==> src/hdl/rsf_pkg.sv <==
`timescale 1ns / 1ps
// rsf_pkg: shared types and constants of the record sector fixup unit.
// No dependencies.
package rsf_pkg;

   localparam int unsigned WORD_W        = 16;
   localparam int unsigned SECTOR_W      = 12;
   localparam int unsigned SECPOS_W      = 11;
   localparam int unsigned OFFSET_W      = 15;
   localparam int unsigned CSR_DATA_W    = 32;
   localparam int unsigned CSR_ADDR_W    = 3;

   // register index taken from paddr[2]
   localparam logic REG_SECTOR_WORDS     = 1'b0;

   localparam logic [SECTOR_W-1:0] SECTOR_WORDS_RESET = 12'd256;
   localparam logic [SECTOR_W-1:0] SECTOR_WORDS_MIN   = 12'd16;
   localparam logic [SECTOR_W-1:0] SECTOR_WORDS_MAX   = 12'd2048;

   // header word positions
   localparam logic [WORD_W-1:0] POS_SEQ_OFFSET = 16'd2;
   localparam logic [WORD_W-1:0] POS_SEQ_COUNT  = 16'd3;
   localparam logic [WORD_W-1:0] POS_FIRST_BODY = 16'd4;

   // decision made at acceptance, carried alongside the memory read
   typedef struct packed {
      logic [WORD_W-1:0] word;
      logic              last;
      logic              check;   // sector end that must be checked
      logic              pass;    // check succeeded, substitute stored entry
      logic              fwd;     // entry written by this same transaction
   } ctl_type;

endpackage

==> src/hdl/rsf_seq_ram.sv <==
`timescale 1ns / 1ps
// rsf_seq_ram: update-sequence store, one write and one registered read port.
// Read returns the old contents on a same-address write. Uses no package.
module rsf_seq_ram #(
   parameter int unsigned DEPTH  = 9,
   parameter int unsigned ADDR_W = 4
) (
   input  logic              clock,
   input  logic              wr_en,
   input  logic [ADDR_W-1:0] wr_addr,
   input  logic [15:0]       wr_data,
   input  logic              rd_en,
   input  logic [ADDR_W-1:0] rd_addr,
   output logic [15:0]       rd_data
);

   logic [15:0] mem [DEPTH];
   logic [15:0] rd_data_ff;

   always_ff @(posedge clock) begin
      if (wr_en && (32'(wr_addr) < DEPTH)) begin
         mem[wr_addr] <= wr_data;
      end
   end

   always_ff @(posedge clock) begin
      if (rd_en) begin
         rd_data_ff <= mem[rd_addr];
      end
   end

   assign rd_data = rd_data_ff;

endmodule

==> src/hdl/rsf_track.sv <==
`timescale 1ns / 1ps
// rsf_track: per-record position tracking, sequence capture and check decision.
// Depends on rsf_pkg; drives the write and read ports of rsf_seq_ram.
module rsf_track #(
   parameter int unsigned MAX_SECTORS = 8,
   parameter int unsigned ADDR_W      = 4
) (
   input  logic                              clock,
   input  logic                              reset,
   input  logic                              accept,
   input  logic [rsf_pkg::WORD_W-1:0]        data_word,
   input  logic                              last_word,
   input  logic [rsf_pkg::SECTOR_W-1:0]      sector_words,
   output logic                              wr_en,
   output logic [ADDR_W-1:0]                 wr_addr,
   output logic [rsf_pkg::WORD_W-1:0]        wr_data,
   output logic [ADDR_W-1:0]                 rd_addr,
   output rsf_pkg::ctl_type                  ctl
);
   import rsf_pkg::*;

   localparam int unsigned CAPT_W = $clog2(MAX_SECTORS + 2);
   localparam int unsigned SECN_W = $clog2(MAX_SECTORS + 1);

   logic [WORD_W-1:0]   pos_ff, pos_in;
   logic [OFFSET_W-1:0] off_ff, off_in;
   logic [WORD_W-1:0]   count_ff, count_in;
   logic [CAPT_W-1:0]   capt_ff, capt_in;
   logic [SECN_W-1:0]   secn_ff, secn_in;
   logic                abort_ff, abort_in;
   logic [SECPOS_W-1:0] spos_ff, spos_in;
   logic [WORD_W-1:0]   word0_ff, word0_in;

   logic [WORD_W-1:0]   idx;
   logic                cap;
   logic [CAPT_W-1:0]   idx_p1;
   logic [CAPT_W-1:0]   capt_new;
   logic [WORD_W-1:0]   word0_eff;
   logic [SECPOS_W-1:0] spos_end;
   logic                is_end;
   logic                sec_room;
   logic [CAPT_W-1:0]   entry_c;
   logic [WORD_W-1:0]   entry_w;
   logic [ADDR_W-1:0]   entry_a;
   logic                check;
   logic                pass;

   always_comb begin
      idx      = pos_ff - WORD_W'(off_ff);
      cap      = (pos_ff >= POS_FIRST_BODY) && (pos_ff >= WORD_W'(off_ff))
                 && (idx < count_ff) && (idx <= WORD_W'(MAX_SECTORS));
      idx_p1   = idx[CAPT_W-1:0] + CAPT_W'(1);
      capt_new = (cap && (capt_ff < idx_p1)) ? idx_p1 : capt_ff;
      word0_eff = (cap && (idx == '0)) ? data_word : word0_ff;

      spos_end = SECPOS_W'(sector_words - SECTOR_W'(1));
      is_end   = (spos_ff == spos_end);
      sec_room = (32'(secn_ff) < MAX_SECTORS);
      entry_c  = CAPT_W'(secn_ff) + CAPT_W'(1);
      entry_w  = WORD_W'(secn_ff) + WORD_W'(1);
      entry_a  = ADDR_W'(secn_ff) + ADDR_W'(1);

      check = is_end && !abort_ff && sec_room && (entry_w < count_ff);
      pass  = (capt_new > entry_c) && (data_word == word0_eff);
   end

   always_comb begin
      pos_in   = pos_ff;
      off_in   = off_ff;
      count_in = count_ff;
      capt_in  = capt_ff;
      secn_in  = secn_ff;
      abort_in = abort_ff;
      spos_in  = spos_ff;
      word0_in = word0_ff;
      if (accept) begin
         if (pos_ff == POS_SEQ_OFFSET) begin
            off_in = data_word[WORD_W-1:1];
         end else if (pos_ff == POS_SEQ_COUNT) begin
            count_in = data_word;
         end
         capt_in  = capt_new;
         word0_in = word0_eff;
         if (check && !pass) begin
            abort_in = 1'b1;
         end
         if (is_end && sec_room) begin
            secn_in = secn_ff + SECN_W'(1);
         end
         // sector offset follows pos % sector_words, including the 16-bit wrap
         if (is_end || (pos_ff == '1)) begin
            spos_in = '0;
         end else begin
            spos_in = spos_ff + SECPOS_W'(1);
         end
         pos_in = pos_ff + WORD_W'(1);
         if (last_word) begin
            pos_in   = '0;
            off_in   = '0;
            count_in = '0;
            capt_in  = '0;
            secn_in  = '0;
            abort_in = 1'b0;
            spos_in  = '0;
         end
      end
   end

   always_ff @(posedge clock) begin
      if (reset) begin
         pos_ff   <= '0;
         off_ff   <= '0;
         count_ff <= '0;
         capt_ff  <= '0;
         secn_ff  <= '0;
         abort_ff <= 1'b0;
         spos_ff  <= '0;
      end else begin
         pos_ff   <= pos_in;
         off_ff   <= off_in;
         count_ff <= count_in;
         capt_ff  <= capt_in;
         secn_ff  <= secn_in;
         abort_ff <= abort_in;
         spos_ff  <= spos_in;
      end
   end

   always_ff @(posedge clock) begin
      word0_ff <= word0_in;
   end

   assign wr_en     = accept && cap;
   assign wr_addr   = idx[ADDR_W-1:0];
   assign wr_data   = data_word;
   assign rd_addr   = entry_a;

   assign ctl.word  = data_word;
   assign ctl.last  = last_word;
   assign ctl.check = check;
   assign ctl.pass  = pass;
   assign ctl.fwd   = cap && (idx[ADDR_W-1:0] == entry_a);

endmodule

==> src/hdl/rsf_out.sv <==
`timescale 1ns / 1ps
// rsf_out: read-wait stage and output register with the channel handshakes.
// Depends on rsf_pkg; takes read data from rsf_seq_ram.
module rsf_out (
   input  logic                       clock,
   input  logic                       reset,
   input  logic                       req_valid,
   output logic                       req_stall,
   output logic                       accept,
   input  rsf_pkg::ctl_type           ctl,
   input  logic [rsf_pkg::WORD_W-1:0] rd_data,
   output logic                       rsp_valid,
   input  logic                       rsp_stall,
   output logic [rsf_pkg::WORD_W-1:0] rsp_out_word,
   output logic                       rsp_out_last,
   output logic                       rsp_replaced,
   output logic                       rsp_mismatch
);
   import rsf_pkg::*;

   ctl_type           p_ctl_ff;
   logic              p_valid_ff, p_valid_in;
   logic              o_valid_ff, o_valid_in;
   logic [WORD_W-1:0] o_word_ff;
   logic              o_last_ff, o_repl_ff, o_mis_ff;
   logic              adv;
   logic [WORD_W-1:0] sub_word;
   logic              do_repl;

   assign adv       = !o_valid_ff || !rsp_stall;
   assign req_stall = p_valid_ff && !adv;
   assign accept    = req_valid && !req_stall;

   always_comb begin
      p_valid_in = p_valid_ff;
      if (accept) begin
         p_valid_in = 1'b1;
      end else if (adv) begin
         p_valid_in = 1'b0;
      end
      o_valid_in = adv ? p_valid_ff : o_valid_ff;
      sub_word   = p_ctl_ff.fwd ? p_ctl_ff.word : rd_data;
      do_repl    = p_ctl_ff.check && p_ctl_ff.pass;
   end

   always_ff @(posedge clock) begin
      if (reset) begin
         p_valid_ff <= 1'b0;
         o_valid_ff <= 1'b0;
      end else begin
         p_valid_ff <= p_valid_in;
         o_valid_ff <= o_valid_in;
      end
   end

   always_ff @(posedge clock) begin
      if (accept) begin
         p_ctl_ff <= ctl;
      end
      if (adv && p_valid_ff) begin
         o_word_ff <= do_repl ? sub_word : p_ctl_ff.word;
         o_last_ff <= p_ctl_ff.last;
         o_repl_ff <= do_repl;
         o_mis_ff  <= p_ctl_ff.check && !p_ctl_ff.pass;
      end
   end

   assign rsp_valid    = o_valid_ff;
   assign rsp_out_word = o_word_ff;
   assign rsp_out_last = o_last_ff;
   assign rsp_replaced = o_repl_ff;
   assign rsp_mismatch = o_mis_ff;

endmodule

==> src/hdl/record_sector_fixup_unit.sv <==
`timescale 1ns / 1ps
// record_sector_fixup_unit: top level of the update-sequence fixup.
// Depends on rsf_pkg, rsf_seq_ram, rsf_track and rsf_out.
//
//   channel  direction  handshake            payload
//   req      in         req_valid/req_stall  req_data_word, req_last_word
//   rsp      out        rsp_valid/rsp_stall  rsp_out_word, rsp_out_last,
//                                            rsp_replaced, rsp_mismatch
//   csr      in/out     psel/penable/pready  paddr, pwdata, pwrite, prdata
//
// One transaction per cycle sustained unless rsp stalls; each word waits in the
// read-wait stage for the sequence store read, then in the output register.
// Reset is synchronous; the sequence store is not cleared and needs no sweep,
// so the unit takes words in the first cycle after reset.
// A stall on rsp holds the output register; req stalls only once the
// read-wait stage is also full.
//
// Transaction flow: at acceptance the tracker decides capture and check from
// the record counters and the header fields, writes any sequence word into the
// store and reads the entry for the next sector end. A sector entry written by
// the same transaction that checks it is forwarded from the word itself, and
// sequence word 0 is kept in a register beside the store so both compare
// operands are available in the accept cycle.
module record_sector_fixup_unit #(
   parameter int unsigned MAX_SECTORS = 8
) (
   input  logic                           clock,
   input  logic                           reset,
   // input channel
   input  logic                           req_valid,
   output logic                           req_stall,
   input  logic [rsf_pkg::WORD_W-1:0]     req_data_word,
   input  logic                           req_last_word,
   // result channel
   output logic                           rsp_valid,
   input  logic                           rsp_stall,
   output logic [rsf_pkg::WORD_W-1:0]     rsp_out_word,
   output logic                           rsp_out_last,
   output logic                           rsp_replaced,
   output logic                           rsp_mismatch,
   // configuration port
   input  logic                           psel,
   input  logic                           penable,
   input  logic                           pwrite,
   input  logic [rsf_pkg::CSR_ADDR_W-1:0] paddr,
   input  logic [rsf_pkg::CSR_DATA_W-1:0] pwdata,
   output logic [rsf_pkg::CSR_DATA_W-1:0] prdata,
   output logic                           pready
);
   import rsf_pkg::*;

   // store holds entries 0 .. MAX_SECTORS
   localparam int unsigned DEPTH  = MAX_SECTORS + 1;
   localparam int unsigned ADDR_W = $clog2(DEPTH);

   logic [SECTOR_W-1:0] sector_words_ff, sector_words_in;
   logic [SECTOR_W-1:0] wr_value;
   logic                csr_write;

   logic                accept;
   logic                wr_en;
   logic [ADDR_W-1:0]   wr_addr;
   logic [WORD_W-1:0]   wr_data;
   logic [ADDR_W-1:0]   rd_addr;
   logic [WORD_W-1:0]   rd_data;
   ctl_type             ctl;

   // configuration: sector size saturated into its legal range on write
   assign pready    = 1'b1;
   assign csr_write = psel && penable && pwrite && pready
                      && (paddr[2] == REG_SECTOR_WORDS);

   always_comb begin
      wr_value = pwdata[SECTOR_W-1:0];
      if (wr_value < SECTOR_WORDS_MIN) begin
         wr_value = SECTOR_WORDS_MIN;
      end else if (wr_value > SECTOR_WORDS_MAX) begin
         wr_value = SECTOR_WORDS_MAX;
      end
      sector_words_in = csr_write ? wr_value : sector_words_ff;
   end

   always_ff @(posedge clock) begin
      if (reset) begin
         sector_words_ff <= SECTOR_WORDS_RESET;
      end else begin
         sector_words_ff <= sector_words_in;
      end
   end

   assign prdata = (paddr[2] == REG_SECTOR_WORDS)
                   ? CSR_DATA_W'(sector_words_ff) : '0;

   rsf_track #(
      .MAX_SECTORS (MAX_SECTORS),
      .ADDR_W      (ADDR_W)
   ) u_track (
      .clock        (clock),
      .reset        (reset),
      .accept       (accept),
      .data_word    (req_data_word),
      .last_word    (req_last_word),
      .sector_words (sector_words_ff),
      .wr_en        (wr_en),
      .wr_addr      (wr_addr),
      .wr_data      (wr_data),
      .rd_addr      (rd_addr),
      .ctl          (ctl)
   );

   // read issued only with an accepted transaction, so read data holds
   // while that transaction waits in the read-wait stage
   rsf_seq_ram #(
      .DEPTH  (DEPTH),
      .ADDR_W (ADDR_W)
   ) u_seq_ram (
      .clock   (clock),
      .wr_en   (wr_en),
      .wr_addr (wr_addr),
      .wr_data (wr_data),
      .rd_en   (accept),
      .rd_addr (rd_addr),
      .rd_data (rd_data)
   );

   rsf_out u_out (
      .clock        (clock),
      .reset        (reset),
      .req_valid    (req_valid),
      .req_stall    (req_stall),
      .accept       (accept),
      .ctl          (ctl),
      .rd_data      (rd_data),
      .rsp_valid    (rsp_valid),
      .rsp_stall    (rsp_stall),
      .rsp_out_word (rsp_out_word),
      .rsp_out_last (rsp_out_last),
      .rsp_replaced (rsp_replaced),
      .rsp_mismatch (rsp_mismatch)
   );

endmodule

==> config.mk <==
export PLATFORM = sky130hd
export DESIGN_NAME = record_sector_fixup_unit
export DESIGN_NICKNAME = d
export VERILOG_FILES = /design/src/hdl/rsf_pkg.sv /design/src/hdl/rsf_seq_ram.sv /design/src/hdl/rsf_track.sv /design/src/hdl/rsf_out.sv /design/src/hdl/record_sector_fixup_unit.sv
export SDC_FILE = /design/constraint.sdc
export NUM_CORES = 1
export LEC_CHECK = 0
export BUFFER_PORTS_ARGS = -buffer_cell sky130_fd_sc_hd__clkbuf_2
export CAP_MARGIN = 40
export CELL_PAD_IN_SITES_DETAIL_PLACEMENT = 0
export CELL_PAD_IN_SITES_GLOBAL_PLACEMENT = 1
export CORE_ASPECT_RATIO = 0.6
export CORE_UTILIZATION = 30
export CTS_BUF_LIST = sky130_fd_sc_hd__clkbuf_2
export DETAILED_ROUTE_END_ITERATION = 7
export HOLD_SLACK_MARGIN = 0.02
export PLACE_DENSITY_LB_ADDON = 0.1
export SLEW_MARGIN = 20
export SYNTH_ARGS = -nofsm -noshare
export SYNTH_HDL_FRONTEND = slang
export SYNTH_SLANG_ARGS = --single-unit
==> constraint.sdc <==
create_clock -name clock -period 6.51 [get_ports clock]
set_clock_uncertainty 0.2 [all_clocks]
set_input_delay 0 -clock clock [delete_from_list [all_inputs] [get_ports clock]]
set_output_delay 0 -clock clock [all_outputs]
set_load 0.02 [all_outputs]
==> impl_metrics.toml, run 1 <==
[global_routing]
grt_pass1_vias = 9508
gr-total-overflow = 0
grt_pass1_wl_mm = 61.0
grt_antenna_before_repair = 7
grt_usage_pct = 17.4
grt_max_degree = 55

[logic_synthesis]
synth.distinct_cells = 77
synth_ff_type = "edfxtp_1"
syn_area_per_cell_um2 = 12.8
synth_seq_cells = 296
yosys_warnings = 0
ys_seq_area_share_pct = 57.5
async_flop_share_pct = 0
syn_area_um2 = 14100
syn_inst = 1100
synth_edf_count = 215

[sta]
timing.fmax_mhz = 165
relSlewSlack_pct = 44.6
fin_setup_tns_ns = 0
setup_violations = 0
slew_viol_final = 0
fin_hold_ws_ns = 0.242
finalHoldViolations = 0
finalCritPeriodShare_pct = 93.1
period_needed_ns = 6.06
rsz0062_at_grt = "no"
worst_pin_slew_ns = 0.828

[power_and_ir_drop]
powerDensity_nw_per_um2 = 216
vdd_drop_max_v = 0.0000917
leakagePower_nw = 6.26
power_mw = 3.65

[placement]
port-buffer-count = 69
dpl.hpwl_mm = 25.5
gp_congestion = 0.743

[route]
wirelength_mm = 40.5
routed_via_density = 4.81
wire_per_inst_um = 20.1
firstDrtPassIters = 7
route.detailed.drc = 2
drt_iter0_markers = 688
vias = 9696
drtAntennaViolNets = 0

[die]
initial_core_util_pct = 30.4
num_rows = 61
dieWidth_um = 281
io_pins = 113
die-area_um2 = 47800
fp.dieH_um = 170
coreArea_um2 = 46300

[run_status]
violations = "DRC"
status = "finished, violations left"

[setup_path]
rr_startpoint = "u_track.pos_ff[0]"
reg2reg_depth = 24
crit_start = "u_track.pos_ff[0]"
end_kind = "flop"
crit_path_max_fanout = 5
startpoint_type = "flop"
setup.worst_path.class = "reg2reg"
worstPathRequired_ns = 7.15
arrival_ns = 6.70

[clock_tree]
cts_made_buffers = 77
cts-root-buf = "clkbuf_2"
path_clk_slew_ns = 0.09
h-tree-depth = 3
clock_latency_ns = 0.97
clk_path_buf_depth = 3
cts.sinks = 296
cts_tree = "done"

[cells_and_area]
n_fill_cell = 4656
most-common-layout-cells = "edfxtp_1, clkbuf_2, nor2_1"
area_growth_pct = 20.1
fin_nets = 1442
final_common_cell = "edfxtp_1"
drive_gt1_share_pct = 22.8

[worst_hold_path]
hold_class = "in2reg"
holdPathStages = 4
min-delay-start = "pwrite"

[run]
maxCapViolations = 0
[area by class of cell]
cell class / instances / area, µm² / area share [%]
Clock inverter: 14 / 108 / 0.637
Sequential cell: 296 / 8080 / 47.8
Timing Repair Buffer: 198 / 1580 / 9.35
Tap cell: 630 / 788 / 4.67
Inverter: 51 / 193 / 1.14
Clock buffer: 118 / 591 / 3.50
Multi-Input combinational cell: 706 / 5540 / 32.8
Antenna cell: 3 / 7.51 / 0.0445
[power by group]
part           total [mW]  internal (mW)  switching (mW)
Clock                1.34          0.524           0.813
Sequential           2.05           2.04          0.0106
Combinational       0.254         0.0931           0.161
Total                3.65           2.66           0.985
[Yosys cell counts, types with 17 or more instances]
| master | n | area share [%] |
|---|---|---|
| a21oi_1 | 57 | 2.0 |
| a22oi_1 | 41 | 2.2 |
| and3_1 | 17 | 0.76 |
| buf_4 | 21 | 1.1 |
| clkbuf_1 | 39 | 1.0 |
| dfxtp_1 | 81 | 12 |
| edfxtp_1 | 215 | 46 |
| ha_1 | 52 | 4.6 |
| inv_1 | 50 | 1.3 |
| mux2_2 | 23 | 1.8 |
| mux2i_1 | 22 | 1.6 |
| mux4_2 | 32 | 5.1 |
| nand2_1 | 26 | 0.69 |
| nand3_1 | 18 | 0.64 |
| nand4_1 | 17 | 0.76 |
| nor2_1 | 107 | 2.9 |
| nor2b_1 | 17 | 0.76 |
| o21ai_0 | 20 | 0.71 |
| xor2_1 | 42 | 2.6 |
[metrics by stage]
stage,instance area [µm²],setup slack (ns),instances,util (%)
after global placement,15100,0.273,1780,32.7
after floorplan,14100,0.703,1119,-
after CTS,16800,0.189,2009,36.3
after global routing,16900,0.106,2016,36.5
final,16900,0.448,2016,36.5
after detailed placement,15200,0.185,1784,32.8
[kinds of logic (layout without fill, tap and decap cells)]
family / Yosys count / count (layout) / share of synthesized area [%]
flops: 296 / 296 / 57.5
simple gates: 293 / 293 / 11.1
compound gates: 194 / 194 / 9.60
buf+inv: 117 / 381 / 3.86
mux: 87 / 87 / 9.58
xor+xnor: 58 / 58 / 3.61
fa+ha+maj: 53 / 53 / 4.77
other cells: 2 / 24 / 0.0534
[layer usage]
metal  track usage, %  vias up  share of wire, %
met2             22.0      262                38
li1                 -     4643                 -
met5                0        -                 0
met4             4.63        0               1.4
met3             4.79       48               6.3
met1             27.8     4743                55
[sequential cells by signal (all words and copies together) (netlist names), 15 cells and up]
| signal | cells |
|---|---|
| u_out.p_ctl_ff | 20 |
| u_track.word0_ff | 16 |
| u_track.off_ff | 15 |
| u_out.rsp_out_word | 16 |
| u_track.pos_ff | 16 |
| u_seq_ram.mem | 144 |
| u_seq_ram.rd_data | 16 |
| u_track.count_ff | 16 |
[path summary, 6_finish.rpt]
kind | end | slack, ns
min reg2reg | u_out.rsp_out_last | 0.25
min | sector_words_ff[8] | 0.24
max reg2reg | u_track.abort_ff | 0.45
max | u_track.abort_ff | 0.45
[worst max-delay path: stages (launching register included)]
cell      delay [ns]
dfxtp_1         0.34
inv_1           0.08
ha_1            0.22
fa_1            0.42
nor2b_2         0.21
o21ba_2         0.25
o211ai_1        0.17
o2111a_1        0.31
a211o_1         0.23
ha_1            0.30
a21o_1          0.17
a211oi_1        0.22
o221ai_1        0.13
or4_1           0.43
or4_4           0.50
nor3_4          0.25
mux2_2          0.38
ha_1            0.29
o21ai_0         0.08
nand2b_1        0.08
a21oi_1         0.07
a41o_1          0.21
and2_1          0.14
a32oi_1         0.19
o21ai_0         0.10
[repair_timing]
item / in CTS / in global routing
hold buffers: 93 / 0
endpoints found under the setup margin: 0 / 2
endpoints found under the hold margin: 422 / 0
setup buffers: 0 / 1
gates resized for setup: 0 / 4
(Power assumes the default switching activity.)
==> inputs of run 2 (changes only) <==
--- a/config.mk
+++ b/config.mk
@@ -10,7 +10,7 @@
 export CELL_PAD_IN_SITES_DETAIL_PLACEMENT = 0
 export CELL_PAD_IN_SITES_GLOBAL_PLACEMENT = 1
 export CORE_ASPECT_RATIO = 0.6
-export CORE_UTILIZATION = 30
+export CORE_UTILIZATION = 51
 export CTS_BUF_LIST = sky130_fd_sc_hd__clkbuf_2
 export DETAILED_ROUTE_END_ITERATION = 7
 export HOLD_SLACK_MARGIN = 0.02
==> impl_metrics.toml, run 2 (synthesis gave the netlist of run 1 again) <==
[setup_path]
setup.worst_path.class = "reg2reg"
arrival_ns = 6.72
crit_path_max_fanout = 6
reg2reg_depth = 24
end_kind = "flop"
worstPathRequired_ns = 7.11
startpoint_type = "flop"

[sta]
setup_ws_ns = 0.393
setup_violations = 0
worst_pin_slew_ns = 0.804
fin_setup_tns_ns = 0
relSlewSlack_pct = 46.4
rsz0062_at_grt = "no"
timing.fmax_mhz = 163
finalCritPeriodShare_pct = 94.0
slew_viol_final = 0
finalHoldViolations = 0
fin_hold_ws_ns = 0.212
period_needed_ns = 6.12

[placement]
dpl.hpwl_mm = 21.8
placedInstanceArea_um2 = 14800
place_inst = 1510
port-buffer-count = 69
post-place-ws_ns = 0.227
gp_congestion = 0.874

[cells_and_area]
drive_gt1_share_pct = 21.2
most-common-layout-cells = "edfxtp_1, clkbuf_2, nor2_1"
fin_nets = 1431
postLayoutCellArea_um2 = 16400
final_core_util_pct = 61.3
final_common_cell = "edfxtp_1"
area_growth_pct = 16.7
largest_reg_flops = 144
n_fill_cell = 2163
top_register = "u_seq_ram.mem"
top_regs = "u_seq_ram.mem x144, u_out.p_ctl_ff x20"
layoutNonFillerInstCount = 1727

[route]
vias = 9727
drt_iter0_markers = 964
wire_per_inst_um = 20.4
routed_via_density = 5.63
route.detailed.drc = 0
wirelength_mm = 35.3
drtAntennaViolNets = 0
firstDrtPassIters = 7

[clock_tree]
clk_path_buf_depth = 3
path_clk_slew_ns = 0.11
cts-root-buf = "clkbuf_2"
cts.sinks = 296
cts_tree = "done"
cts_made_buffers = 69
clock_latency_ns = 0.93
h-tree-depth = 3

[die]
io_pins = 113
dieWidth_um = 216
initial_core_util_pct = 52.5
num_rows = 46
fp.dieH_um = 131
die-area_um2 = 28300
coreArea_um2 = 26800

[run]
maxCapViolations = 0

[power_and_ir_drop]
vdd_drop_max_v = 0.000138
powerDensity_nw_per_um2 = 212
leakagePower_nw = 6.16
power_mw = 3.48

[global_routing]
grt_pass1_vias = 9185
grt_pass1_wl_mm = 53.9
gr-total-overflow = 0
grt_max_degree = 74
grt_usage_pct = 25.7
grt_antenna_before_repair = 5

[worst_hold_path]
hold_class = "in2reg"
holdPathStages = 5

[run_status]
status = "finished clean"
run 2: final timing paths:
kind | slack, ns | start | end
max | 0.39 | u_track.pos_ff[0] | u_track.abort_ff
min | 0.21 | req_valid | u_track.pos_ff[1]
max reg2reg | 0.39 | u_track.pos_ff[0] | u_track.abort_ff
min reg2reg | 0.24 | u_out.p_ctl_ff[3] | u_out.rsp_out_last
run 2: area by class of cell:
cell class | instances | area, µm² | area share, %
multi-input cells | 706 | 5540 | 33.7
inverters | 51 | 191 | 1.17
clock buffers | 101 | 505 | 3.08
flip-flops and latches | 296 | 8080 | 49.2
clock inverters | 16 | 93.8 | 0.572
repair buffers | 195 | 1550 | 9.42
diodes | 2 | 5.00 | 0.0305
well taps | 360 | 450 | 2.75
run 2: repair_timing:
| action | 4_1_cts | 5_1_grt |
|---|---|---|
| hold buffers | 95 | 0 |
| hold endpoints to repair | 278 | 0 |
| resized for setup | 0 | 2 |
| endpoints found under the setup margin | 0 | 2 |
| setup buffers | 0 | 1 |
run 2: worst max-delay path, stage by stage (launching register included):
cell and delay, ns:
dfxtp_1 0.43, inv_1 0.11, ha_1 0.23, fa_1 0.41
nor2b_1 0.18, o21ba_2 0.22, o211ai_1 0.13, o2111a_1 0.29
a211o_1 0.23, ha_1 0.29, a21o_1 0.17, a211oi_1 0.26
o221ai_1 0.17, or4_1 0.41, or4_4 0.47, nor3_4 0.29
mux2_2 0.38, ha_1 0.29, o21ai_0 0.09, nand2b_1 0.08
a21oi_1 0.06, a41o_1 0.22, and2_1 0.14, a32oi_1 0.17
o21ai_0 0.10
run 2: layer usage:
metal / routed length (µm) / track usage [%] / vias to the layer above
met4: 421 / 6.88 / 0
met1: 17600 / 39.5 / 4741
met3: 2910 / 8.56 / 40
met5: 0 / 0 / -
met2: 14300 / 34.3 / 316
li1: - / - / 4630
run 2: report_power, final:
group,switching [mW],internal (mW)
Clock,0.727,0.450
Combinational,0.153,0.0930
Sequential,0.0118,2.04
==> inputs of run 3 (changes only) <==
--- a/config.mk
+++ b/config.mk
@@ -10,6 +10,7 @@
 export CELL_PAD_IN_SITES_DETAIL_PLACEMENT = 0
 export CELL_PAD_IN_SITES_GLOBAL_PLACEMENT = 1
 export CORE_ASPECT_RATIO = 0.6
+export CORE_MARGIN = 2
 export CORE_UTILIZATION = 51
 export CTS_BUF_LIST = sky130_fd_sc_hd__clkbuf_2
 export DETAILED_ROUTE_END_ITERATION = 7
==> constraint.sdc (replaced) <==
create_clock -name clock -period 6.1 [get_ports clock]
set_clock_uncertainty 0.2 [all_clocks]
set_input_delay 0 -clock clock [delete_from_list [all_inputs] [get_ports clock]]
set_output_delay 0 -clock clock [all_outputs]
set_load 0.02 [all_outputs]
==> impl_metrics.toml, run 3 (synthesis gave the netlist of run 1 again) <==
[sta]
rsz0062_at_grt = "no"
relSlewSlack_pct = 46.7
period_needed_ns = 5.73
setup_violations = 0
finalHoldViolations = 0
setup_ws_ns = 0.373
timing.fmax_mhz = 175
fin_setup_tns_ns = 0
worst_pin_slew_ns = 0.779
slew_viol_final = 0
finalCritPeriodShare_pct = 93.9

[worst_hold_path]
hold_class = "in2reg"
min-delay-start = "req_valid"

[die]
fp.dieH_um = 133
coreArea_um2 = 27300
io_pins = 113
dieWidth_um = 218
num_rows = 47
initial_core_util_pct = 51.4
die-area_um2 = 29000

[placement]
gp_congestion = 0.900
post-place-ws_ns = 0.0823
port-buffer-count = 69
dpl.hpwl_mm = 22.1

[setup_path]
r2r_end = "u_track.abort_ff"
reg2reg_depth = 25
startpoint_type = "flop"
end_kind = "flop"
r2r_slack_ns = 0.37
setup.worst_path.class = "reg2reg"
critPathCapture = "u_track.abort_ff"
crit_path_max_fanout = 8
crit_start = "u_track.off_ff[5]"
arrival_ns = 6.36
worstPathRequired_ns = 6.74
rr_startpoint = "u_track.off_ff[5]"

[global_routing]
grt_max_degree = 74
grt_pass1_wl_mm = 54.5
grt_pass1_vias = 9361
grt_antenna_before_repair = 4
gr-total-overflow = 0
grt_usage_pct = 24.9

[clock_tree]
cts_made_buffers = 69
cts_tree = "done"
clock_latency_ns = 0.93
cts.sinks = 296
cts-root-buf = "clkbuf_2"
h-tree-depth = 3
clk_path_buf_depth = 3
path_clk_slew_ns = 0.11

[route]
drt_iter0_markers = 964
firstDrtPassIters = 5
routed_via_density = 5.65
route.detailed.drc = 0
wirelength_mm = 35.5
wire_per_inst_um = 20.4
drtAntennaViolNets = 0
vias = 9847

[cells_and_area]
area_growth_pct = 17.5
drive_gt1_share_pct = 22.0
fin_nets = 1436
top_regs = "u_seq_ram.mem x144, u_out.p_ctl_ff x20"
n_fill_cell = 2246
top_register = "u_seq_ram.mem"
most-common-layout-cells = "edfxtp_1, clkbuf_2, nor2_1"
largest_reg_flops = 144
final_common_cell = "edfxtp_1"

[power_and_ir_drop]
vdd_drop_max_v = 0.000108
powerDensity_nw_per_um2 = 229
leakagePower_nw = 6.21

[run_status]
status = "finished clean"

[run]
maxCapViolations = 0
## run 3: layout make-up
class	instances	area (µm²)	share of cell area [%]
Inverter	51	191	1.16
Tap cell	367	459	2.78
Antenna cell	1	2.50	0.0152
Sequential cell	296	8080	48.9
Timing Repair Buffer	200	1580	9.57
Clock inverter	17	118	0.712
Multi-Input combinational cell	706	5560	33.7
Clock buffer	104	520	3.15
## run 3: worst min-delay path by stage
stage | to | slack, ns | cells after the start
6_report | u_track.pos_ff[1] | 0.19 | 5
5_1_grt | u_track.pos_ff[1] | 0.14 | 5
4_1_cts | sector_words_ff[8] | 0.08 | 4
3_5_place_dp | u_out.p_valid_ff | 0.04 | 3
3_3_place_gp | u_out.p_valid_ff | 0.04 | 3
2_1_floorplan | prdata[11] | -0.12 | 1
## run 3: timing repair
action,4_1_cts,5_1_grt
hold buffers,96,0
resized for setup,0,11
setup endpoints to repair,0,2
endpoints found under the hold margin,278,0
setup buffers,0,0
## run 3: worst max-delay path, stage by stage, from the launching register on
cell,delay [ns]
dfxtp_1,0.36
inv_1,0.05
ha_1,0.44
nor2_1,0.09
o21ai_0,0.34
o211ai_1,0.19
o2111a_1,0.29
a211o_1,0.24
ha_1,0.30
a21o_1,0.18
a211oi_2,0.22
o221ai_1,0.13
or4_1,0.41
or4_4,0.48
nor3_4,0.18
buf_6,0.17
mux2i_2,0.22
ha_1,0.27
nor2b_1,0.14
o21ai_0,0.13
nand2b_1,0.08
a21oi_1,0.14
a41o_1,0.12
and2_1,0.12
a32oi_1,0.09
o21ai_0,0.08
## run 3: layer usage
metal	wire length, µm	up-vias	track usage [%]
met5	0	-	0
met4	369	0	5.22
met3	2910	36	7.68
met2	14200	315	32.8
met1	18000	4858	39.9
li1	-	4638	-
## run 3: stage by stage
step                      utilization (%)  std cells  cell area (µm²)  hold WS [ns]  power, mW
after floorplan                         -       1119            14100        -0.122       2.37
after global placement               54.2       1519            14800        0.0414       2.45
after detailed placement             54.4       1523            14900        0.0402       2.45
after CTS                            60.2       1740            16500        0.0830       3.82
after global routing                 60.4       1742            16500         0.136       3.95
final                                60.4       1742            16500         0.189       3.79
## run 3: power by group
group          switching (mW)  internal (mW)  total [mW]
clock network           0.796          0.534        1.33
logic                   0.164          0.100       0.264
registers              0.0120           2.18        2.19
total                   0.972           2.82        3.79
